### config.mk
export PLATFORM = sky130hd
export DESIGN_NAME = set_assoc_cache_tag_lru
export DESIGN_NICKNAME = d
export VERILOG_FILES = /design/src/sv/sacl_pkg.sv /design/src/sv/set_assoc_cache_tag_lru.sv /design/src/sv/sacl_row_ram.sv /design/src/sv/sacl_lookup.sv
export SDC_FILE = /design/constraint.sdc
export NUM_CORES = 2
export LEC_CHECK = 0
export BUFFER_PORTS_ARGS = -buffer_cell sky130_fd_sc_hd__buf_2
export CAP_MARGIN = 10
export CORE_MARGIN = 4
export CORE_UTILIZATION = 45
export DETAILED_ROUTE_END_ITERATION = 16
export PLACE_DENSITY_LB_ADDON = 0.2
export SYNTH_ARGS = -nofsm -noshare
export SYNTH_HDL_FRONTEND = slang
export SYNTH_SLANG_ARGS = --single-unit
### constraint.sdc
create_clock -name clk -period 17.6 [get_ports clk]
set_input_delay 3.52 -clock clk [delete_from_list [all_inputs] [get_ports clk]]
set_output_delay 3.52 -clock clk [all_outputs]
set_load 0.01 [all_outputs]
### src/sv/sacl_pkg.sv
`default_nettype none

package sacl_pkg;

	localparam int SETS       = 32;
	localparam int WAYS       = 4;
	localparam int LINE_BYTES = 16;

	localparam int ADDR_W   = 32;
	localparam int CNT_W    = 32;
	localparam int OFF_BITS = $clog2(LINE_BYTES);
	localparam int SET_BITS = $clog2(SETS);
	localparam int IDX_W    = (SET_BITS > 0) ? SET_BITS : 1;
	localparam int TAG_W    = ADDR_W - OFF_BITS - SET_BITS;
	localparam int AGE_W    = (WAYS > 1) ? $clog2(WAYS) : 1;
	localparam int WAY_W    = AGE_W;

	typedef logic [IDX_W-1:0] set_idx_t;
	typedef logic [TAG_W-1:0] tag_t;
	typedef logic [AGE_W-1:0] age_t;
	typedef logic [WAY_W-1:0] way_t;
	typedef logic [WAYS-1:0]  way_vec_t;

	// One memory row holds a whole set: every tag and every age.
	typedef struct packed {
		tag_t [WAYS-1:0] tag;
		age_t [WAYS-1:0] age;
	} row_t;

	typedef struct packed {
		logic     hit;
		way_t     way;
		row_t     row;
		way_vec_t valid;
	} lookup_t;

endpackage

`default_nettype wire

### src/sv/set_assoc_cache_tag_lru.sv
`default_nettype none

// Tag lookup for a 32-set, 4-way cache with 16-byte lines and true LRU
// replacement. Each address transfer returns hit or miss, the way hit or
// refilled, and running hit and miss totals that wrap at 32 bits. One access
// is taken per cycle while in_stall is low and goes through the memory read
// register, then the result registers. Each set is one row of a synchronous
// memory read when the address is taken and written back when its result is
// registered; a write-first bypass covers back-to-back same-set accesses.
// Valid bits are flip-flops cleared by reset, so no clearing pass is needed.
module set_assoc_cache_tag_lru (
	input  wire  logic        clk,
	input  wire  logic        arst_n,
	input  wire  logic        in_valid,
	output       logic        in_stall,
	input  wire  logic [31:0] address,
	output       logic        out_valid,
	input  wire  logic        out_stall,
	output       logic        hit,
	output       logic [1:0]  way,
	output       logic [31:0] hit_count,
	output       logic [31:0] miss_count
);

	logic               vld_s1;
	sacl_pkg::set_idx_t set_s1;
	sacl_pkg::tag_t     tag_s1;

	logic               out_vld_q;
	logic               hit_q;
	sacl_pkg::way_t     way_q;
	logic [31:0]        hit_cnt_q;
	logic [31:0]        miss_cnt_q;

	sacl_pkg::way_vec_t valid_q [sacl_pkg::SETS];

	logic               accept;
	logic               adv;
	sacl_pkg::set_idx_t in_set;
	sacl_pkg::tag_t     in_tag;
	sacl_pkg::row_t     rd_row;
	sacl_pkg::lookup_t  res;

	assign in_set = sacl_pkg::set_idx_t'((address >> sacl_pkg::OFF_BITS) &
		32'(sacl_pkg::SETS - 1));
	assign in_tag = sacl_pkg::tag_t'(address >> (sacl_pkg::OFF_BITS + sacl_pkg::SET_BITS));

	assign adv      = vld_s1 && (!out_vld_q || !out_stall);
	assign in_stall = vld_s1 && !adv;
	assign accept   = in_valid && !in_stall;

	sacl_row_ram u_ram (
		.clk     (clk),
		.rd_en   (accept),
		.rd_addr (in_set),
		.rd_data (rd_row),
		.wr_en   (adv),
		.wr_addr (set_s1),
		.wr_data (res.row)
	);

	sacl_lookup u_lookup (
		.row   (rd_row),
		.valid (valid_q[set_s1]),
		.tag   (tag_s1),
		.res   (res)
	);

	always_ff @(posedge clk or negedge arst_n) begin
		if (!arst_n) begin
			vld_s1 <= 1'b0;
		end else if (accept) begin
			vld_s1 <= 1'b1;
		end else if (adv) begin
			vld_s1 <= 1'b0;
		end
	end

	always_ff @(posedge clk) begin
		if (accept) begin
			set_s1 <= in_set;
			tag_s1 <= in_tag;
		end
	end

	always_ff @(posedge clk or negedge arst_n) begin
		if (!arst_n) begin
			for (int s = 0; s < sacl_pkg::SETS; s++) begin
				valid_q[s] <= '0;
			end
		end else if (adv) begin
			valid_q[set_s1] <= res.valid;
		end
	end

	always_ff @(posedge clk or negedge arst_n) begin
		if (!arst_n) begin
			out_vld_q  <= 1'b0;
			hit_cnt_q  <= '0;
			miss_cnt_q <= '0;
		end else begin
			if (adv) begin
				out_vld_q <= 1'b1;
				if (res.hit) begin
					hit_cnt_q <= hit_cnt_q + 32'd1;
				end else begin
					miss_cnt_q <= miss_cnt_q + 32'd1;
				end
			end else if (!out_stall) begin
				out_vld_q <= 1'b0;
			end
		end
	end

	always_ff @(posedge clk) begin
		if (adv) begin
			hit_q <= res.hit;
			way_q <= res.way;
		end
	end

	assign out_valid  = out_vld_q;
	assign hit        = hit_q;
	assign way        = 2'(way_q);
	assign hit_count  = hit_cnt_q;
	assign miss_count = miss_cnt_q;

`ifndef ASSERT_OFF
	a_stall_needs_item: assert property (@(posedge clk) disable iff (!arst_n)
		in_stall |-> vld_s1)
		else $error("input stalled with no item in flight");

	a_adv_gives_result: assert property (@(posedge clk) disable iff (!arst_n)
		adv |=> out_valid)
		else $error("finished lookup did not reach the output");

	a_one_count_step: assert property (@(posedge clk) disable iff (!arst_n)
		adv |=> (32'(hit_count + miss_count) ==
			32'($past(hit_count) + $past(miss_count) + 32'd1)))
		else $error("totals did not advance by exactly one");

	a_chosen_youngest: assert property (@(posedge clk) disable iff (!arst_n)
		adv && res.hit |-> (res.row.age[res.way] == '0))
		else $error("hit way not made youngest");

	a_chosen_valid: assert property (@(posedge clk) disable iff (!arst_n)
		adv |=> valid_q[$past(set_s1)][$past(res.way)])
		else $error("used way not valid after write back");
`endif

endmodule

`default_nettype wire

### src/sv/sacl_row_ram.sv
`default_nettype none

module sacl_row_ram (
	input  wire                logic clk,
	input  wire                logic rd_en,
	input  wire sacl_pkg::set_idx_t rd_addr,
	output      sacl_pkg::row_t     rd_data,
	input  wire                logic wr_en,
	input  wire sacl_pkg::set_idx_t wr_addr,
	input  wire sacl_pkg::row_t     wr_data
);

	sacl_pkg::row_t mem [sacl_pkg::SETS];
	sacl_pkg::row_t rd_data_q;

	always_ff @(posedge clk) begin
		if (wr_en) begin
			mem[wr_addr] <= wr_data;
		end
	end

	// Write-first: a read that meets a write to the same set takes the new row.
	always_ff @(posedge clk) begin
		if (rd_en) begin
			if (wr_en && (wr_addr == rd_addr)) begin
				rd_data_q <= wr_data;
			end else begin
				rd_data_q <= mem[rd_addr];
			end
		end
	end

	assign rd_data = rd_data_q;

endmodule

`default_nettype wire

### src/sv/sacl_lookup.sv
`default_nettype none

module sacl_lookup (
	input  wire sacl_pkg::row_t     row,
	input  wire sacl_pkg::way_vec_t valid,
	input  wire sacl_pkg::tag_t     tag,
	output      sacl_pkg::lookup_t  res
);

	sacl_pkg::row_t     cur;
	sacl_pkg::row_t     nxt;
	sacl_pkg::way_vec_t nxt_valid;
	logic               hit;
	logic               found_old;
	logic               move;
	sacl_pkg::way_t     chosen;
	sacl_pkg::age_t     prev;

	always_comb begin
		cur = row;
		// A set with no valid way was never written: ages read as way numbers.
		if (valid == '0) begin
			for (int w = 0; w < sacl_pkg::WAYS; w++) begin
				cur.age[w] = sacl_pkg::age_t'(w);
			end
		end

		hit    = 1'b0;
		chosen = '0;
		for (int w = sacl_pkg::WAYS - 1; w >= 0; w--) begin
			if (valid[w] && (cur.tag[w] == tag)) begin
				hit    = 1'b1;
				chosen = sacl_pkg::way_t'(w);
			end
		end

		found_old = 1'b0;
		if (!hit) begin
			for (int w = sacl_pkg::WAYS - 1; w >= 0; w--) begin
				if (cur.age[w] == sacl_pkg::age_t'(sacl_pkg::WAYS - 1)) begin
					found_old = 1'b1;
					chosen    = sacl_pkg::way_t'(w);
				end
			end
		end

		// Promote the chosen way, age every way younger than it.
		move = hit || found_old;
		prev = cur.age[chosen];
		nxt  = cur;
		for (int w = 0; w < sacl_pkg::WAYS; w++) begin
			if (move) begin
				if (sacl_pkg::way_t'(w) == chosen) begin
					nxt.age[w] = '0;
				end else if (cur.age[w] < prev) begin
					nxt.age[w] = cur.age[w] + sacl_pkg::age_t'(1);
				end
			end
		end

		nxt_valid = valid;
		if (!hit) begin
			nxt.tag[chosen]   = tag;
			nxt_valid[chosen] = 1'b1;
		end

		res.hit   = hit;
		res.way   = chosen;
		res.row   = nxt;
		res.valid = nxt_valid;
	end

endmodule

`default_nettype wire

Word-level counts from Yosys, hierarchy flattened:

Memories as Yosys holds them, arrays and structs flattened. A register that Yosys moved wholly into a read port is not among the register bits.
Index checks and enable logic that the tools add are counted.

* add/sub/neg operators: 6
* $lt $le $gt $ge: 8
* equality and inequality tests: 12
* mux-type cells: 52
* bitwise gates (word level): 3
* reduce and logical (&&, ||, !) cells: 20

Operators with widths (count)
* $bwmux W128: 1
* $bwmux W92: 1
* $eq A23 B23 Y1: 4
* $mux W92: 1
* $add A32 B1 Y32 const B: 2
* $demux W23 S2: 1
* $mux W2: 22
* $mux W23: 1
* $bmux W4 S5: 1
* $demux W4 S5: 1
* $mux W1: 16
* $mux W4: 4
* $logic_and A1 B1 Y1: 9
* $add A2 B1 Y2 const B: 4
* $eq A2 B2 Y1 const B: 4
* $lt A2 B2 Y1: 4
* $mux W8: 1
* $ge A6 B6 Y1 const B: 1
* $lt A6 B1 Y1 const B: 1
* $not A5 Y6: 1
* $bmux W2 S2: 1
* $eq A2 B2 Y1 const A: 2
* $logic_not A1 Y1: 4
* $logic_not A4 Y1: 1
* other kinds (11): 13

* flip-flop bits (word level): 225
* RAM bits: 3200
* input bits: 36
* output and inout port bits: 69
* word-level logic and storage cells: 142
* memories: 1

Memories
* u_ram.mem: depth 32, bits a word 100, read ports 1, clocked after memory_dff 1, wr ports 1, RTL line sacl_row_ram.sv:13 `sacl_pkg::row_t mem [sacl_pkg::SETS];`

Longest topological paths before layout:

* word-level depth: 21
* mapped depth: 23
* depth with buffers taken out: 20

Hierarchy:

From an unflattened synthesis, not the netlist that was laid out.

* cells, all modules: 6847
* area, all modules: 138716.8 µm²

By module, submodules not included
* sacl_row_ram: times used 1, cells each 5736, area an instance 125367.7 µm², sequential area each 99095.0 µm²
* set_assoc_cache_tag_lru: times used 1, cells each 699, area an instance 9972.1 µm², sequential area each 5785.5 µm²
* sacl_lookup: times used 1, cells each 412, area an instance 3377.0 µm², sequential area each 0.0 µm²

Worst setup path after synthesis:

No wires, ideal clock.

* path type: input to register
* start point: input port out_stall
* end point: memory u_ram.mem[14][0] (netlist bit) (enable)
* data arrival time: 11.439 ns
* required time: 16.900 ns
* path slack: 5.460 ns
* stages on the path: 7
* buffers on the path: 1
* cell sequence: nand2_1 -> nand2_1 -> clkinv_1 -> nand2_1 -> or2_2 -> clkbuf_1 -> nor3_1

* word-level cells in the longest chain between the ends: 5

Ends and longest elaborated chain
* start: declaration: RTL line set_assoc_cache_tag_lru.sv:18 `input wire logic out_stall,`
* $logic_not A1 Y1
* $logic_or A1 B1 Y1: RTL line set_assoc_cache_tag_lru.sv:48 `assign adv = vld_s1 && (!out_vld_q || !out_stall);`
* $logic_and A1 B1 Y1: RTL line set_assoc_cache_tag_lru.sv:48
* net adv: RTL line set_assoc_cache_tag_lru.sv:38 `logic adv;`
* $mux W1: RTL line sacl_row_ram.sv:17 `if (wr_en) begin`
* $mux W1 (not written as such): RTL line sacl_row_ram.sv:18 `mem[wr_addr] <= wr_data;`
* end: declaration: RTL line sacl_row_ram.sv:13

The timed path passes the listed nets, and every way through them passes these cells.

==> summary.txt <==
STA
  • Final Skew: between 50 and 60 ps
  • Slew headroom: between 15 and 20%
  • RSZ-0062 raised after global routing: false
  • F_max: between 0.1 and 0.15 GHz
  • Setup violators final: 0
  • Slew Viols, Final: 0
  • Period minus WS final: approximately 7700 ps
  • Final period util: about 44%
  • Fin. Hold Viols: 0
  • Worst-Margin Slew: 1240 ps
  • PnR worst setup slack: about 10000 ps
  • Setup TNS: 0 ps

Synth
  • Synth Warn #: 0
  • Seq cells post-synth: 3525
  • Compound-Gate Fraction of Synth Area: 1.45%
  • Post-synth ARST share: approximately 5.5%
  • Synth cell types: 70
  • Cell Area, Synth: approximately 0.14 mm2
  • Post-synth EDFFs: roughly 3300
  • Synth Area in Simple Gates: between 1.5 and 2%
  • Syn Nets: just over 6000
  • Main synth FF type: edfxtp_1
  • Synth Area in Adders: 0.0908%
  • Sequential share of the synthesized area: around 76%
  • Mean Syn Cell Area: 22.4 um2
  • Main combinational cell family by area after synthesis: multiplexers
  • Xor and xnor area share after synthesis: under 10%
  • Synth Instances: roughly 6200
  • Multiplexer share of the synthesized area: roughly 18%

Setup path
  • R2r worst-path depth: 20
  • Setup crit end kind: flip-flop
  • CP Launch Type: input pin
  • Reg2reg setup slack: slightly above 10000 ps
  • Req. time, crit path: approximately 18000 ps
  • CP bufs+invs: 4
  • Start point of the critical path: address[5]
  • Top delay family on crit path: buffers and inverters
  • CP Cell Sequence: buf_8, buf_4, buf_12, buf_4, mux4_2, mux4_2, mux2i_1, nor2_1, a21o_1
  • Arrival @ worst endpoint: around 8400 ps
  • WS Path Type: input pin to flip-flop
  • Worst R2R End: u_ram.mem[20][7]
  • Worst path slowest cell: buf_4
  • Setup crit end: u_ram.rd_data[51]
  • R2R Path Start: set_s1[1]
  • Worst-path fanout max: around 140
  • Critical path depth in cells: 9
  • Crit path largest cell delay: 910 ps

Routing
  • Drc violations: 0
  • Routed WL per cell: ~33 um
  • Number of DRC violations after detailed-routing iteration 0: between 8000 and 9000
  • DRT Pass-1 Iters: 5
  • WL final: about 360000 um
  • Via Count: between 60000 and 70000
  • ANT nets after route: 0
  • Vias per cell: 6.08

Place
  • Dpl cells: between 10000 and 15000
  • Detail Placement HPWL: about 170000 um
  • Routability congestion estimate from global placement: 0.777
  • Worst slack, placed: between 8000 and 9000 ps
  • # port buffers: 100

Flow run
  • Max Cap Viol: 0

Global route
  • GRT overflow: 0
  • Vias in the first global route: 66900
  • Largest net degree at the start of global routing: about 140
  • First-pass GRT wire length: ~500000 um
  • Antenna violations before repair: 10
  • Overall Global Routing Usage: 22.5%

Pwr
  • Switching Share: 25.8%
  • Combinational share of power: 13.6%
  • Worst vdd ir: ~150 uV
  • Int Pwr: around 16 mW
  • P_sw: 5.50 mW
  • Total power divided by cell area: around 140 mW/mm2
  • Clock network fraction of design power: 35.3%
  • Sequential share of power: around 51%
  • Pleak: approximately 50 nW

Finish
  • Most common cell after layout, fill and taps aside: edfxtp_1
  • Layout cell share with drive strength beyond 1: 27.7%
  • Most frequent cells in the layout: edfxtp_1 (3331), mux4_2 (1000), clkbuf_16 (376)
  • P&R area growth vs syn: 12.7%
  • NumNets Final: approximately 6500
  • Final Instance Count excl. Fillers: ~11000

Clocking
  • Hold-fix buffers at CTS: 0
  • Clk Latency, worst-skew pair: 960 ps
  • H-tree Lvls: 5
  • Clk slew on worst S/H paths: around 60 ps
  • CTS tree: built
  • Clock tree root buffer cell: clkbuf_16
  • Cts repair resizes: 0
  • # clock sinks: 3525
  • Clock Path Buffers: 4
  • Number of setup buffers added after CTS: 0
  • TritonCTS Buffers: 370

Min path
  • Hold Crit Class: flip-flop to flip-flop

Die
  • Die width: approximately 560 um
  • Ports: between 100 and 150
  • Die height: ~560 um
  • Initial Util: 45.4%
  • Row count: 202
  • Core footprint: about 0.3 mm2
  • Die area: approximately 0.32 mm2

Run status
  • Status: completed
==> stage by stage <==
stage	instance area [um2]	hold slack [ps]	power, mW	util [%]
after floorplan	138000	450	12.9	-
after global placement	144000	453	13.8	47.3
after detailed placement	144000	465	13.9	47.3
after CTS	155000	472	21.4	51.1
after global routing	155000	475	22.1	51.1
final	155000	462	21.3	51.1
==> cell families after synthesis <==
logic type	count (synthesis)
AOI/OAI and AO/OA	306
muxes	1261
and+or+nand+nor	522
buffers and inverters	375
xor gates and xnor gates	159
DFF	3525
adders and majority gates	10
==> sequential cells by signal (all words and copies together) (netlist names) <==
signal,flops
valid_q,128
way,2
vld_s1,1
set_s1,5
tag_s1,23
u_ram.mem,3200
out_valid,1
miss_count,32
hit_count,32
u_ram.rd_data,100
hit,1
==> final cells by class <==
cell class              count  area, um2
clock inverters           203       1810
well taps                4080       5100
flip-flops and latches   3525     105000
clock buffers             468       9810
repair buffers            255       1870
inverters                  42        280
multi-input cells        2258      31600
diodes                      1       2.50
fillers                 23800     148000
==> cell usage after synthesis, types with 24 or more instances <==
| cell | count | area [um2] |
|---|---|---|
| xnor2_1 | 46 | 403 |
| edfxtp_1 | 3331 | 100000 |
| dfrtp_1 | 194 | 4850 |
| buf_1 | 94 | 353 |
| nand3_1 | 26 | 130 |
| nand2_1 | 134 | 503 |
| buf_2 | 24 | 120 |
| o22ai_1 | 32 | 200 |
| o21ai_1 | 58 | 290 |
| inv_1 | 39 | 146 |
| nor2_1 | 210 | 788 |
| mux2i_1 | 161 | 1610 |
| xor2_1 | 113 | 990 |
| clkbuf_1 | 200 | 751 |
| mux4_2 | 1000 | 22500 |
| mux2_2 | 28 | 315 |
| a21oi_1 | 75 | 375 |
| a21o_1 | 92 | 691 |
| mux2_1 | 52 | 586 |
==> routing by layer <==
metal  part of all wire, %  vias up  GRT usage, %
met5                0.0064        -             0
met4                   2.5        4          5.43
met3                   7.4      520          3.69
met2                    49     2658          36.5
met1                    41    36200          32.4
li1                      -    26400             -
==> power groups by stage <==
| stage | logic, mW | clock network [mW] | registers [mW] |
|---|---|---|---|
| finish | 2.89 | 7.51 | 10.9 |
| global route | 3.14 | 8.00 | 10.9 |
| CTS | 2.87 | 7.65 | 10.9 |
| detailed placement | 2.87 | 0 | 11.1 |
| global placement | 2.72 | 0 | 11.0 |
| floorplan | 1.85 | 0 | 11.0 |
==> how the worst min path moves through the flow <==
stage,start,endpoint,slack (ps),cells after the start
finish,hit_count[31],hit_count[31],460,1
global route,hit_count[31],hit_count[31],480,1
CTS,hit_count[31],hit_count[31],470,1
detailed placement,hit_count[31],hit_count[31],460,1
global placement,hit_count[31],hit_count[31],450,1
floorplan,valid_q[17],valid_q[17],450,2
(Power assumes the default switching activity.)
